<file path="config.mk">
export PLATFORM = sky130hd
export DESIGN_NAME = contact_event_jitter_merger
export DESIGN_NICKNAME = d
export VERILOG_FILES = /design/src/rtl/core/cejm_pkg.sv /design/src/rtl/core/cejm_ram.sv /design/src/rtl/core/contact_event_jitter_merger.sv
export SDC_FILE = /design/constraint.sdc
export NUM_CORES = 1
export LEC_CHECK = 0
export BUFFER_PORTS_ARGS = -buffer_cell sky130_fd_sc_hd__buf_2
export CORE_MARGIN = 5
export CORE_UTILIZATION = 40
export CTS_BUF_LIST = sky130_fd_sc_hd__clkbuf_8
export CTS_CLUSTER_DIAMETER = 80
export DETAILED_ROUTE_END_ITERATION = 12
export PLACE_DENSITY_LB_ADDON = 0.25
export SYNTH_ARGS = -nofsm -noshare
export SYNTH_HDL_FRONTEND = slang
export SYNTH_HIERARCHICAL = 1
export SYNTH_SLANG_ARGS = --single-unit
</file>
<file path="constraint.sdc">
create_clock -name clock -period 27.3 [get_ports clock]
set_input_delay 5.46 -clock clock [delete_from_list [all_inputs] [get_ports clock]]
set_output_delay 5.46 -clock clock [all_outputs]
set_load 0.02 [all_outputs]
</file>
<file path="src/rtl/core/cejm_pkg.sv">
// Shared types and constants for the contact event jitter merger.
// Used by contact_event_jitter_merger and its testbench; no dependencies.
`default_nettype none

package cejm_pkg;

   // Sizing defaults
   localparam int PENDING_DEPTH_DEF = 16;
   localparam int ID_BITS_DEF       = 16;

   // Fixed field widths
   localparam int OBJ_W   = 16;
   localparam int TIME_W  = 32;
   localparam int CFG_W   = 16;
   localparam int CODE_W  = 2;
   localparam int CSR_IW  = 1;

   // Input transaction kinds
   typedef enum logic [1:0] {
      KIND_BEGIN = 2'd0,
      KIND_END   = 2'd1,
      KIND_TICK  = 2'd2,
      KIND_FLUSH = 2'd3
   } kind_type;

   // Published event codes
   localparam logic [CODE_W-1:0] EVT_BEGIN = 2'd1;
   localparam logic [CODE_W-1:0] EVT_END   = 2'd2;

   // Register indexes
   localparam logic [CSR_IW-1:0] CSR_MERGE_WINDOW = 1'b0;
   localparam logic [CSR_IW-1:0] CSR_EXTRA_DELAY  = 1'b1;

   // Register reset values
   localparam logic [CFG_W-1:0] MERGE_WINDOW_RST = 16'd100;
   localparam logic [CFG_W-1:0] EXTRA_DELAY_RST  = 16'd10;

endpackage

`default_nettype wire

</file>
<file path="src/rtl/core/cejm_ram.sv">
// Generic single write port, single read port RAM with registered read data.
// No dependencies; holds the pending end list of the merger.
`default_nettype none

module cejm_ram #(
   parameter int WIDTH = 48,
   parameter int DEPTH = 16,
   parameter int AW    = (DEPTH > 1) ? $clog2(DEPTH) : 1
) (
   input  wire logic             clock,
   input  wire logic             wr_en,
   input  wire logic [AW-1:0]    wr_addr,
   input  wire logic [WIDTH-1:0] wr_data,
   input  wire logic             rd_en,
   input  wire logic [AW-1:0]    rd_addr,
   output logic      [WIDTH-1:0] rd_data
);

   logic [WIDTH-1:0] mem_ff [DEPTH];

   // Write port and registered read port
   always_ff @(posedge clock) begin
      if (wr_en) begin
         mem_ff[wr_addr] <= wr_data;
      end
      if (rd_en) begin
         rd_data <= mem_ff[rd_addr];
      end
   end

endmodule

`default_nettype wire

</file>
<file path="src/rtl/core/contact_event_jitter_merger.sv">
// Contact event jitter merger: top level with sequencer and shared age unit.
// Depends on cejm_pkg and cejm_ram (pending end list storage).
// Sequencing: an end, an ignored item, a begin or flush on an empty list and a tick
// before the deadline or while disarmed finish in the decide state; any other begin,
// tick or flush goes on to a scan, in which one subtract/compare unit walks the pending
// RAM one entry per cycle; busy holds off a new item until the last is done. Results
// appear one per cycle on rsp_valid; the receiver cannot stall.
// Reset (synchronous): list empty, deadline disarmed, registers 100 / 10; RAM not cleared.
`default_nettype none

module contact_event_jitter_merger #(
   parameter int PENDING_DEPTH = cejm_pkg::PENDING_DEPTH_DEF,
   parameter int ID_BITS       = cejm_pkg::ID_BITS_DEF
) (
   input  wire logic                          clock,
   input  wire logic                          reset,
   // Command channel
   input  wire logic                          start,
   output logic                               busy,
   input  wire logic [1:0]                    req_kind,
   input  wire logic [cejm_pkg::OBJ_W-1:0]    req_object_id,
   input  wire logic                          req_eligible,
   input  wire logic [cejm_pkg::TIME_W-1:0]   req_now_time,
   // Result channel
   output logic                               rsp_valid,
   output logic [cejm_pkg::CODE_W-1:0]        rsp_event_code,
   output logic [cejm_pkg::OBJ_W-1:0]         rsp_object_out,
   output logic                               rsp_last,
   // Register write channel
   input  wire logic                          csr_valid,
   output logic                               csr_ready,
   input  wire logic [cejm_pkg::CSR_IW-1:0]   csr_index,
   input  wire logic [cejm_pkg::CFG_W-1:0]    csr_wdata
);

   localparam int AW     = (PENDING_DEPTH > 1) ? $clog2(PENDING_DEPTH) : 1;
   localparam int CW     = $clog2(PENDING_DEPTH + 1);
   localparam int TW     = cejm_pkg::TIME_W;
   localparam int ENT_W  = ID_BITS + TW;

   typedef enum logic [1:0] {
      ST_IDLE,
      ST_DECIDE,
      ST_SCAN
   } state_type;

   // Registers
   state_type                     state_ff, state_in;
   logic [cejm_pkg::CFG_W-1:0]    window_ff, window_in;
   logic [cejm_pkg::CFG_W-1:0]    extra_ff, extra_in;
   logic [CW-1:0]                 count_ff, count_in;
   logic                          armed_ff, armed_in;
   logic [TW-1:0]                 deadline_ff, deadline_in;
   cejm_pkg::kind_type            kind_ff, kind_in;
   logic [ID_BITS-1:0]            obj_ff, obj_in;
   logic                          elig_ff, elig_in;
   logic [TW-1:0]                 now_ff, now_in;
   logic [CW-1:0]                 rd_idx_ff, rd_idx_in;
   logic [CW-1:0]                 keep_ff, keep_in;
   logic                          dv_ff, dv_in;
   logic                          merged_ff, merged_in;
   logic                          held_v_ff, held_v_in;
   logic [ID_BITS-1:0]            held_obj_ff, held_obj_in;
   logic                          rsp_valid_ff, rsp_valid_in;
   logic [cejm_pkg::CODE_W-1:0]   rsp_code_ff, rsp_code_in;
   logic [ID_BITS-1:0]            rsp_obj_ff, rsp_obj_in;
   logic                          rsp_last_ff, rsp_last_in;

   // RAM ports
   logic                          ram_wr_en;
   logic [AW-1:0]                 ram_wr_addr;
   logic [ENT_W-1:0]              ram_wr_data;
   logic                          ram_rd_en;
   logic [ENT_W-1:0]              ram_rd_data;

   // Shared age unit
   logic [TW-1:0]                 sub_b;
   logic [TW-1:0]                 age;
   logic                          age_lt, age_eq, age_gt;
   logic [TW-1:0]                 arm_time;

   logic [ID_BITS-1:0]            ent_obj;
   logic [TW-1:0]                 ent_time;
   logic                          more_rd;
   logic                          drop;
   logic                          accept;

   cejm_ram #(
      .WIDTH (ENT_W),
      .DEPTH (PENDING_DEPTH),
      .AW    (AW)
   ) u_pending (
      .clock   (clock),
      .wr_en   (ram_wr_en),
      .wr_addr (ram_wr_addr),
      .wr_data (ram_wr_data),
      .rd_en   (ram_rd_en),
      .rd_addr (rd_idx_ff[AW-1:0]),
      .rd_data (ram_rd_data)
   );

   assign busy           = (state_ff != ST_IDLE);
   assign accept         = start && !busy;
   assign csr_ready      = 1'b1;
   assign rsp_valid      = rsp_valid_ff;
   assign rsp_event_code = rsp_code_ff;
   assign rsp_object_out = cejm_pkg::OBJ_W'(rsp_obj_ff);
   assign rsp_last       = rsp_last_ff;

   assign ent_obj  = ram_rd_data[ENT_W-1:TW];
   assign ent_time = ram_rd_data[TW-1:0];

   // One subtractor: deadline check while deciding, entry age while scanning
   assign sub_b    = (state_ff == ST_DECIDE) ? deadline_ff : ent_time;
   assign age      = now_ff - sub_b;
   assign age_lt   = age < TW'(window_ff);
   assign age_eq   = age == TW'(window_ff);
   assign age_gt   = !age_lt && !age_eq;
   assign arm_time = now_ff + TW'(window_ff) + TW'(extra_ff);

   assign more_rd  = rd_idx_ff < count_ff;
   assign ram_rd_en = (state_ff == ST_SCAN) && more_rd;

   // Entry disposal during a scan
   always_comb begin
      unique case (kind_ff)
         cejm_pkg::KIND_BEGIN: drop = !merged_ff && (ent_obj == obj_ff) && age_lt;
         cejm_pkg::KIND_TICK:  drop = age_gt;
         cejm_pkg::KIND_FLUSH: drop = 1'b1;
         default:              drop = 1'b0;
      endcase
   end

   // Sequencer next state
   always_comb begin
      state_in     = state_ff;
      window_in    = window_ff;
      extra_in     = extra_ff;
      count_in     = count_ff;
      armed_in     = armed_ff;
      deadline_in  = deadline_ff;
      kind_in      = kind_ff;
      obj_in       = obj_ff;
      elig_in      = elig_ff;
      now_in       = now_ff;
      rd_idx_in    = rd_idx_ff;
      keep_in      = keep_ff;
      dv_in        = 1'b0;
      merged_in    = merged_ff;
      held_v_in    = held_v_ff;
      held_obj_in  = held_obj_ff;
      rsp_valid_in = 1'b0;
      rsp_code_in  = rsp_code_ff;
      rsp_obj_in   = rsp_obj_ff;
      rsp_last_in  = 1'b0;
      ram_wr_en    = 1'b0;
      ram_wr_addr  = count_ff[AW-1:0];
      ram_wr_data  = {obj_ff, now_ff};

      // Register writes (only while idle by contract)
      if (csr_valid) begin
         unique case (csr_index)
            cejm_pkg::CSR_MERGE_WINDOW: window_in = csr_wdata;
            cejm_pkg::CSR_EXTRA_DELAY:  extra_in  = csr_wdata;
            default:                    window_in = window_ff;
         endcase
      end

      unique case (state_ff)
         ST_IDLE: begin
            if (accept) begin
               kind_in  = cejm_pkg::kind_type'(req_kind);
               obj_in   = ID_BITS'(req_object_id);
               elig_in  = req_eligible;
               now_in   = req_now_time;
               state_in = ST_DECIDE;
            end
         end

         ST_DECIDE: begin
            state_in    = ST_IDLE;
            rd_idx_in   = '0;
            keep_in     = '0;
            merged_in   = 1'b0;
            held_v_in   = 1'b0;
            unique case (kind_ff)
               cejm_pkg::KIND_BEGIN: begin
                  if (elig_ff) begin
                     if (count_ff == '0) begin
                        rsp_valid_in = 1'b1;
                        rsp_code_in  = cejm_pkg::EVT_BEGIN;
                        rsp_obj_in   = obj_ff;
                        rsp_last_in  = 1'b1;
                     end else begin
                        state_in = ST_SCAN;
                     end
                  end
               end
               cejm_pkg::KIND_END: begin
                  if (elig_ff) begin
                     if (count_ff == CW'(PENDING_DEPTH)) begin
                        rsp_valid_in = 1'b1;
                        rsp_code_in  = cejm_pkg::EVT_END;
                        rsp_obj_in   = obj_ff;
                        rsp_last_in  = 1'b1;
                     end else begin
                        ram_wr_en = 1'b1;
                        count_in  = count_ff + 1'b1;
                        if (!armed_ff) begin
                           armed_in    = 1'b1;
                           deadline_in = arm_time;
                        end
                     end
                  end
               end
               cejm_pkg::KIND_TICK: begin
                  // deadline reached when now - deadline is below half range
                  if (armed_ff && !age[TW-1]) begin
                     state_in = ST_SCAN;
                  end
               end
               cejm_pkg::KIND_FLUSH: begin
                  if (count_ff == '0) begin
                     armed_in = 1'b0;
                  end else begin
                     state_in = ST_SCAN;
                  end
               end
               default: state_in = ST_IDLE;
            endcase
         end

         ST_SCAN: begin
            // issue reads one entry per cycle
            if (more_rd) begin
               rd_idx_in = rd_idx_ff + 1'b1;
               dv_in     = 1'b1;
            end

            // evaluate the entry read last cycle
            if (dv_ff) begin
               if (drop) begin
                  if (kind_ff == cejm_pkg::KIND_BEGIN) begin
                     merged_in = 1'b1;
                  end else begin
                     // hold one end back so the final one can carry last
                     if (held_v_ff) begin
                        rsp_valid_in = 1'b1;
                        rsp_code_in  = cejm_pkg::EVT_END;
                        rsp_obj_in   = held_obj_ff;
                     end
                     held_v_in   = 1'b1;
                     held_obj_in = ent_obj;
                  end
               end else begin
                  ram_wr_en   = 1'b1;
                  ram_wr_addr = keep_ff[AW-1:0];
                  ram_wr_data = ram_rd_data;
                  keep_in     = keep_ff + 1'b1;
               end
            end else if (!more_rd) begin
               // scan finished: commit list and deadline
               state_in = ST_IDLE;
               count_in = keep_ff;
               unique case (kind_ff)
                  cejm_pkg::KIND_BEGIN: begin
                     if (!merged_ff) begin
                        rsp_valid_in = 1'b1;
                        rsp_code_in  = cejm_pkg::EVT_BEGIN;
                        rsp_obj_in   = obj_ff;
                        rsp_last_in  = 1'b1;
                     end else if (keep_ff == '0) begin
                        armed_in = 1'b0;
                     end
                  end
                  cejm_pkg::KIND_TICK: begin
                     if (keep_ff != '0) begin
                        armed_in    = 1'b1;
                        deadline_in = arm_time;
                     end else begin
                        armed_in = 1'b0;
                     end
                  end
                  default: begin
                     armed_in = 1'b0;
                  end
               endcase
               if (held_v_ff) begin
                  rsp_valid_in = 1'b1;
                  rsp_code_in  = cejm_pkg::EVT_END;
                  rsp_obj_in   = held_obj_ff;
                  rsp_last_in  = 1'b1;
               end
               held_v_in = 1'b0;
            end
         end

         default: state_in = ST_IDLE;
      endcase
   end

   // State and registered outputs
   always_ff @(posedge clock) begin
      if (reset) begin
         state_ff     <= ST_IDLE;
         window_ff    <= cejm_pkg::MERGE_WINDOW_RST;
         extra_ff     <= cejm_pkg::EXTRA_DELAY_RST;
         count_ff     <= '0;
         armed_ff     <= 1'b0;
         deadline_ff  <= '0;
         dv_ff        <= 1'b0;
         merged_ff    <= 1'b0;
         held_v_ff    <= 1'b0;
         rsp_valid_ff <= 1'b0;
         rsp_last_ff  <= 1'b0;
      end else begin
         state_ff     <= state_in;
         window_ff    <= window_in;
         extra_ff     <= extra_in;
         count_ff     <= count_in;
         armed_ff     <= armed_in;
         deadline_ff  <= deadline_in;
         dv_ff        <= dv_in;
         merged_ff    <= merged_in;
         held_v_ff    <= held_v_in;
         rsp_valid_ff <= rsp_valid_in;
         rsp_last_ff  <= rsp_last_in;
      end
      kind_ff     <= kind_in;
      obj_ff      <= obj_in;
      elig_ff     <= elig_in;
      now_ff      <= now_in;
      rd_idx_ff   <= rd_idx_in;
      keep_ff     <= keep_in;
      held_obj_ff <= held_obj_in;
      rsp_code_ff <= rsp_code_in;
      rsp_obj_ff  <= rsp_obj_in;
   end

endmodule

`default_nettype wire

</file>
# --- Word level (Yosys, flattened, before mapping) ---
# Memory sizes are Yosys's and may differ from the RTL's. A register that Yosys moved wholly into a read port is not among the register bits.
# Cells that the tools add are included.
totals:
  regBits: 172
  mem_bits_rw: 768
  in_bits: 72
  n_memories: 1
memory_table:
  columns: ["name", "words", "word_bits", "read_ports", "rd_clocked_by_memory_dff", "write_ports", "line", "rtl"]
  rows:
  - ["u_pending.mem_ff", 16, 48, 1, 1, 1, "cejm_ram.sv:19", "logic [WIDTH-1:0] mem_ff [DEPTH];"]
classes:
  n_addsub: 6
  magnitude_cmp: 2
  eq_ne: 38
  n_mux: 109
  bitwise: 3
  n_reduce_logical: 32
ops:
  columns: ["operator", "n"]
  rows:
  - ["$mux 32", 9]
  - ["$mux 16", 12]
  - ["$mux 48", 3]
  - ["$add 32x16->32", 2]
  - ["$pmux 16 s2", 2]
  - ["$pmux 32 s2", 1]
  - ["$mux 5", 8]
  - ["$mux 1", 36]
  - ["$mux 2", 18]
  - ["$ne 3x3->1 const B", 12]
  - ["$eq 32x16->1", 1]
  - ["$lt 32x16->1", 1]
  - ["$sub 32x32->32", 1]
  - ["$pmux 5 s2", 3]
  - ["$ne 2x2->1 const B", 10]
  - ["$pmux 1 s2", 9]
  - ["$reduce_and 9->1", 2]
  - ["$eq 16x16->1", 1]
  - ["$add 5x1->5 const B", 3]
  - ["$mux 4", 3]
  - ["$pmux 2 s3", 2]
  - ["$reduce_and 12->1", 1]
  - ["$reduce_and 4->1", 3]
  - ["$logic_not 5->1", 2]
  - ["other kinds (19)", 45]

# --- Logic depth before layout (Yosys ltp) ---
logic_depth:
  word_depth: 12
  ltp_mapped: 27

# --- Modules after synthesis ---
# The synthesis kept the hierarchy.
by_module_without_submodules:
  columns: ["mod", "instances", "cells_per_inst", "area_each_um2", "seq_area_each_um2"]
  rows:
  - ["cejm_ram", 1, 1242, 30171.4, 24503.5]
  - ["contact_event_jitter_merger", 1, 1146, 11506.0, 4394.2]

# --- Worst setup path before layout ---
# No wires, ideal clock.
synth_timing:
  path_kind: "register to register"
  startpoint: "register state_ff[1]"
  endpoint: "memory u_pending.mem_ff[0][0] (enable)"
  setup_time_ps: 513
  t_arrival_ps: 9233
  required_ps: 26787
  slack_ps: 17554
  stages_incl_launch_ff: 28
  period_less_slack_ps: 9746
  cell_sequence: "dfxtp_1 > inv_1 > ha_1 > clkbuf_1 > clkbuf_1 > clkbuf_1 > mux2i_1 > ha_1 > nor2b_1 > o31a_1 > o31ai_4 > nand2b_1 > a21o_1 > a31oi_1 > xnor2_1 > ha_1 > a21o_1 > a21o_1 > a21oi_1 > o221a_2 > o211ai_1 > o21ai_2 > or3b_1 > buf_6 > buf_12 > mux2_4 > or3b_2 > nor3_1"
synth_via:
  elab_cells_between_ends: 19
  cone_classes: "1 x add/sub; 1 x order compare; 3 x eq/ne; 10 x mux; 4 x reduce/logical"
synth_lines:
  columns: ["item", "line", "rtl"]
  rows:
  - ["start, declared", "contact_event_jitter_merger.sv:48", "state_type state_ff, state_in;"]
  - ["start signal, assigned", "contact_event_jitter_merger.sv:317", "state_ff <= state_in;"]
  - ["$eq 2x1->1", "contact_event_jitter_merger.sv:114", "assign sub_b = (state_ff == ST_DECIDE) ? deadline_ff : ent_time;"]
  - ["$mux 32", "contact_event_jitter_merger.sv:114", null]
  - ["$sub 32x32->32", "contact_event_jitter_merger.sv:115", "assign age = now_ff - sub_b;"]
  - ["$lt 32x16->1 / $eq 32x16->1 (equally long branches)", "contact_event_jitter_merger.sv:116, contact_event_jitter_merger.sv:117", null]
  - ["$logic_not 1->1", "contact_event_jitter_merger.sv:118", "assign age_gt = !age_lt && !age_eq;"]
  - ["$logic_and 1x1->1", "contact_event_jitter_merger.sv:118", null]
  - ["$pmux 1 s3", "contact_event_jitter_merger.sv:126", "unique case (kind_ff)"]
  - ["$mux 4", "contact_event_jitter_merger.sv:242", "if (drop) begin"]
  - ["$mux 4", "contact_event_jitter_merger.sv:241", "if (dv_ff) begin"]
  - ["$mux 4 (*)", "contact_event_jitter_merger.sv:169", "unique case (state_ff)"]
  - ["net ram_wr_addr[2]", "contact_event_jitter_merger.sv:71", "logic [AW-1:0] ram_wr_addr;"]
  - ["end, declared", "cejm_ram.sv:19", null]
# The timed path passes the listed nets; every way through them passes the cells marked *.

# --- Worst setup path in the final report ---
layout_timing:
  startpoint: "register state_ff[1]"
  endpoint: "memory u_pending.mem_ff[9][31] (enable)"
# The elaborated chain is that of the path after synthesis.

==> flow_summary.ini <==
[floorplanning]
start_util = 0.403
die_y_um = 333
core_area_sq_um = 103000
ios = 94
rows = 118
die_x_um = 333
die_area_sq_um = 111000

[logic_synthesis]
syn-num-nets = 2553
synth-seq-area-share = 0.693
synth_area_leader_cell = edfxtp_1
ys_ff_latch = 988
synth-edff-count = 911
syn_avg_cell_area_sq_um = 17.5
netlist_area_sq_um = 41700
synth_top_area_share = 0.656
yosys.cell_types.count = 84
synthTopCellsByArea = edfxtp_1, mux4_2, dfxtp_1
yosys_most_used_dff = edfxtp_1
synth.most_common_cell = edfxtp_1
async_flop_share = 0
ys_top_cells_by_count = edfxtp_1, mux4_2, nand2_1
synthCells = 2388
ys_warn_count = 6

[placed_design]
dp_worst_setup_slack_ps = 19040
globalplace.congestion = 0.857
port_buffers = 92
place_inst = 3781
hpwl_um = 58200

[final_layout]
num-nets-final = 2732
syn2layout_area_growth_pct = 12.3
fill_cells = 8851
final_cells = 4077
multi_input_area_sq_um = 12100
register_area_sq_um = 28900
layout-drive-gt1-share = 0.237

[clock_tree]
cts-htree-levels = 4
cts_buffer_depth = 3
ctsResizeCount = 0
cts_buffers = 164
clkSinkCount = 988
root_buffer = clkbuf_8
clk_pin_slew_ps = 60
insertion_delay_ps = 840
postCtsHoldBufs = 0
post_cts_buffers = 0
cts_tree = built

[sta]
setup_slack_ps = 18990
fin_crit_sh = 0.304
rsz0062_at_grt = no
drv_slew = 0
slew_headroom = 0.152
worstMarginPinSlew_ps = 1270
fmax_ghz = 0.120
fin_skew_ps = 52.6
hold_violations = 0
final.min_clock_period_ps = 8310
fin_setup_tns_ps = 0
setup_viol = 0

[global_route]
grtUsageTotal = 0.180
grt_max_degree = 154
grt_pass1_vias = 23400
antenna_found_initial = 3
grt-ovfl-total = 0
grt_pass1_wl_um = 150000

[detailed_routing]
drt_iter0_drc = 1830
drt-total-wl_um = 101000
wire_per_inst_um = 24.7
vias_per_cell = 5.49
ant_nets = 0
firstDrtPassIters = 5
drc = 0
num_vias = 22400

[setup_path]
critPathCaptureType = register
path_class = reg2reg
path_max_fanout = 33
arrival_ps = 8760
required_ps = 27750
cp-start-kind = register

[power]
power_density_nw_per_um2 = 69.1
power.leakage_nw = 15.6
worst_ir_drop_vdd_v = 0.0000411

[outcome]
run_status = finished, final reports clean

[worst_hold_path]
hp-class = reg2reg

[flow_run]
cap_violations = 0
[cell families (layout without fill, tap and decap cells)]
| group | count (synthesis) | after routing | synth area share |
|---|---|---|---|
| buf+inv | 163 | 471 | 0.0197 |
| other cells | 1 | 2 | 0.0000900 |
| xor+xnor | 67 | 67 | 0.0143 |
| fa+ha+maj | 93 | 93 | 0.0312 |
| mux | 294 | 294 | 0.134 |
| flops | 988 | 988 | 0.693 |
| compound gates | 366 | 366 | 0.0604 |
| simple gates | 416 | 416 | 0.0465 |
[metal layers]
| layer | GRT usage | up-vias | wire length [um] |
|---|---|---|---|
| met4 | 0.0603 | 0 | 2610 |
| met1 | 0.248 | 11600 | 43500 |
| li1 | - | 9941 | - |
| met5 | 0 | - | 0 |
| met2 | 0.287 | 704 | 48000 |
| met3 | 0.0384 | 173 | 6430 |
[area by class of cell]
class                   count  area share
well taps                1380      0.0369
multi-input cells        1237       0.259
repair buffers            129      0.0163
flip-flops and latches    988       0.617
diodes                      1   0.0000534
clock inverters           130      0.0183
clock buffers             165      0.0485
inverters                  47     0.00377
[state kept, by name, summed over array words and instances (netlist names), 16 cells and up]
signal	count
u_pending/rd_data	48
held_obj_ff	16
u_pending/mem_ff	768
window_ff	16
now_ff	32
extra_ff	16
rsp_object_out	16
deadline_ff	32
obj_ff	16
[cells in the final DEF, fill, tap and decap left out, drive strengths merged, types with 14 or more instances in the layout]
cell type    n
edfxtp     911
mux4       192
nand2      191
clkbuf     165
buf        129
inv        106
a22oi       98
a21oi       92
nor2        81
dfxtp       77
ha          75
mux2        67
clkinv      61
xnor2       52
o21ai       49
mux2i       35
nand3       24
nor3        23
a21o        22
fa          18
nand4       17
a211oi      16
xor2        15
nand2b      14
[path summary, 6_finish.rpt]
kind / from / end / slack, ps / cells after the start
setup / recovery: state_ff[1] / u_pending/mem_ff[9][31] / 18990 / 23
hold / removal: deadline_ff[10] / deadline_ff[10] / 450 / 2
setup reg to reg: state_ff[1] / u_pending/mem_ff[9][31] / 18990 / 23
hold reg to reg: deadline_ff[10] / deadline_ff[10] / 450 / 2
[worst max-delay path: stages, from the launching register on]
cell      delay [ps]
dfxtp_1          330
inv_1             80
ha_2             540
mux2_2           260
ha_1             160
inv_1             60
fa_1             450
a211oi_1         320
o21ai_1          190
a31oi_2          340
o21ai_0          200
xor2_1           180
ha_1             310
nand4_1          120
nor2_1           190
nand2_1          110
nor3_1           470
o211ai_1         170
o21ai_2          240
or3b_4           660
mux2i_1          690
nand2b_1         410
nor2_4           650
buf_4            590
[metrics by stage]
step	utilization	area (sq um)	total power, mW	hold slack, ps
4_1_cts	0.452	46800	3.28	456
2_1_floorplan	-	41700	1.93	432
6_report	0.452	46800	3.23	453
3_3_place_gp	0.422	43700	2.02	443
3_5_place_dp	0.422	43700	2.02	448
5_1_grt	0.452	46800	3.38	473
[power breakdown]
part	switching [mW]	total, mW	leakage [nW]	internal [mW]
Clock	0.607	1.25	1.76	0.640
Sequential	0.0192	1.70	8.86	1.68
Combinational	0.175	0.291	4.95	0.117
Power figures use the tool's default switching activity.
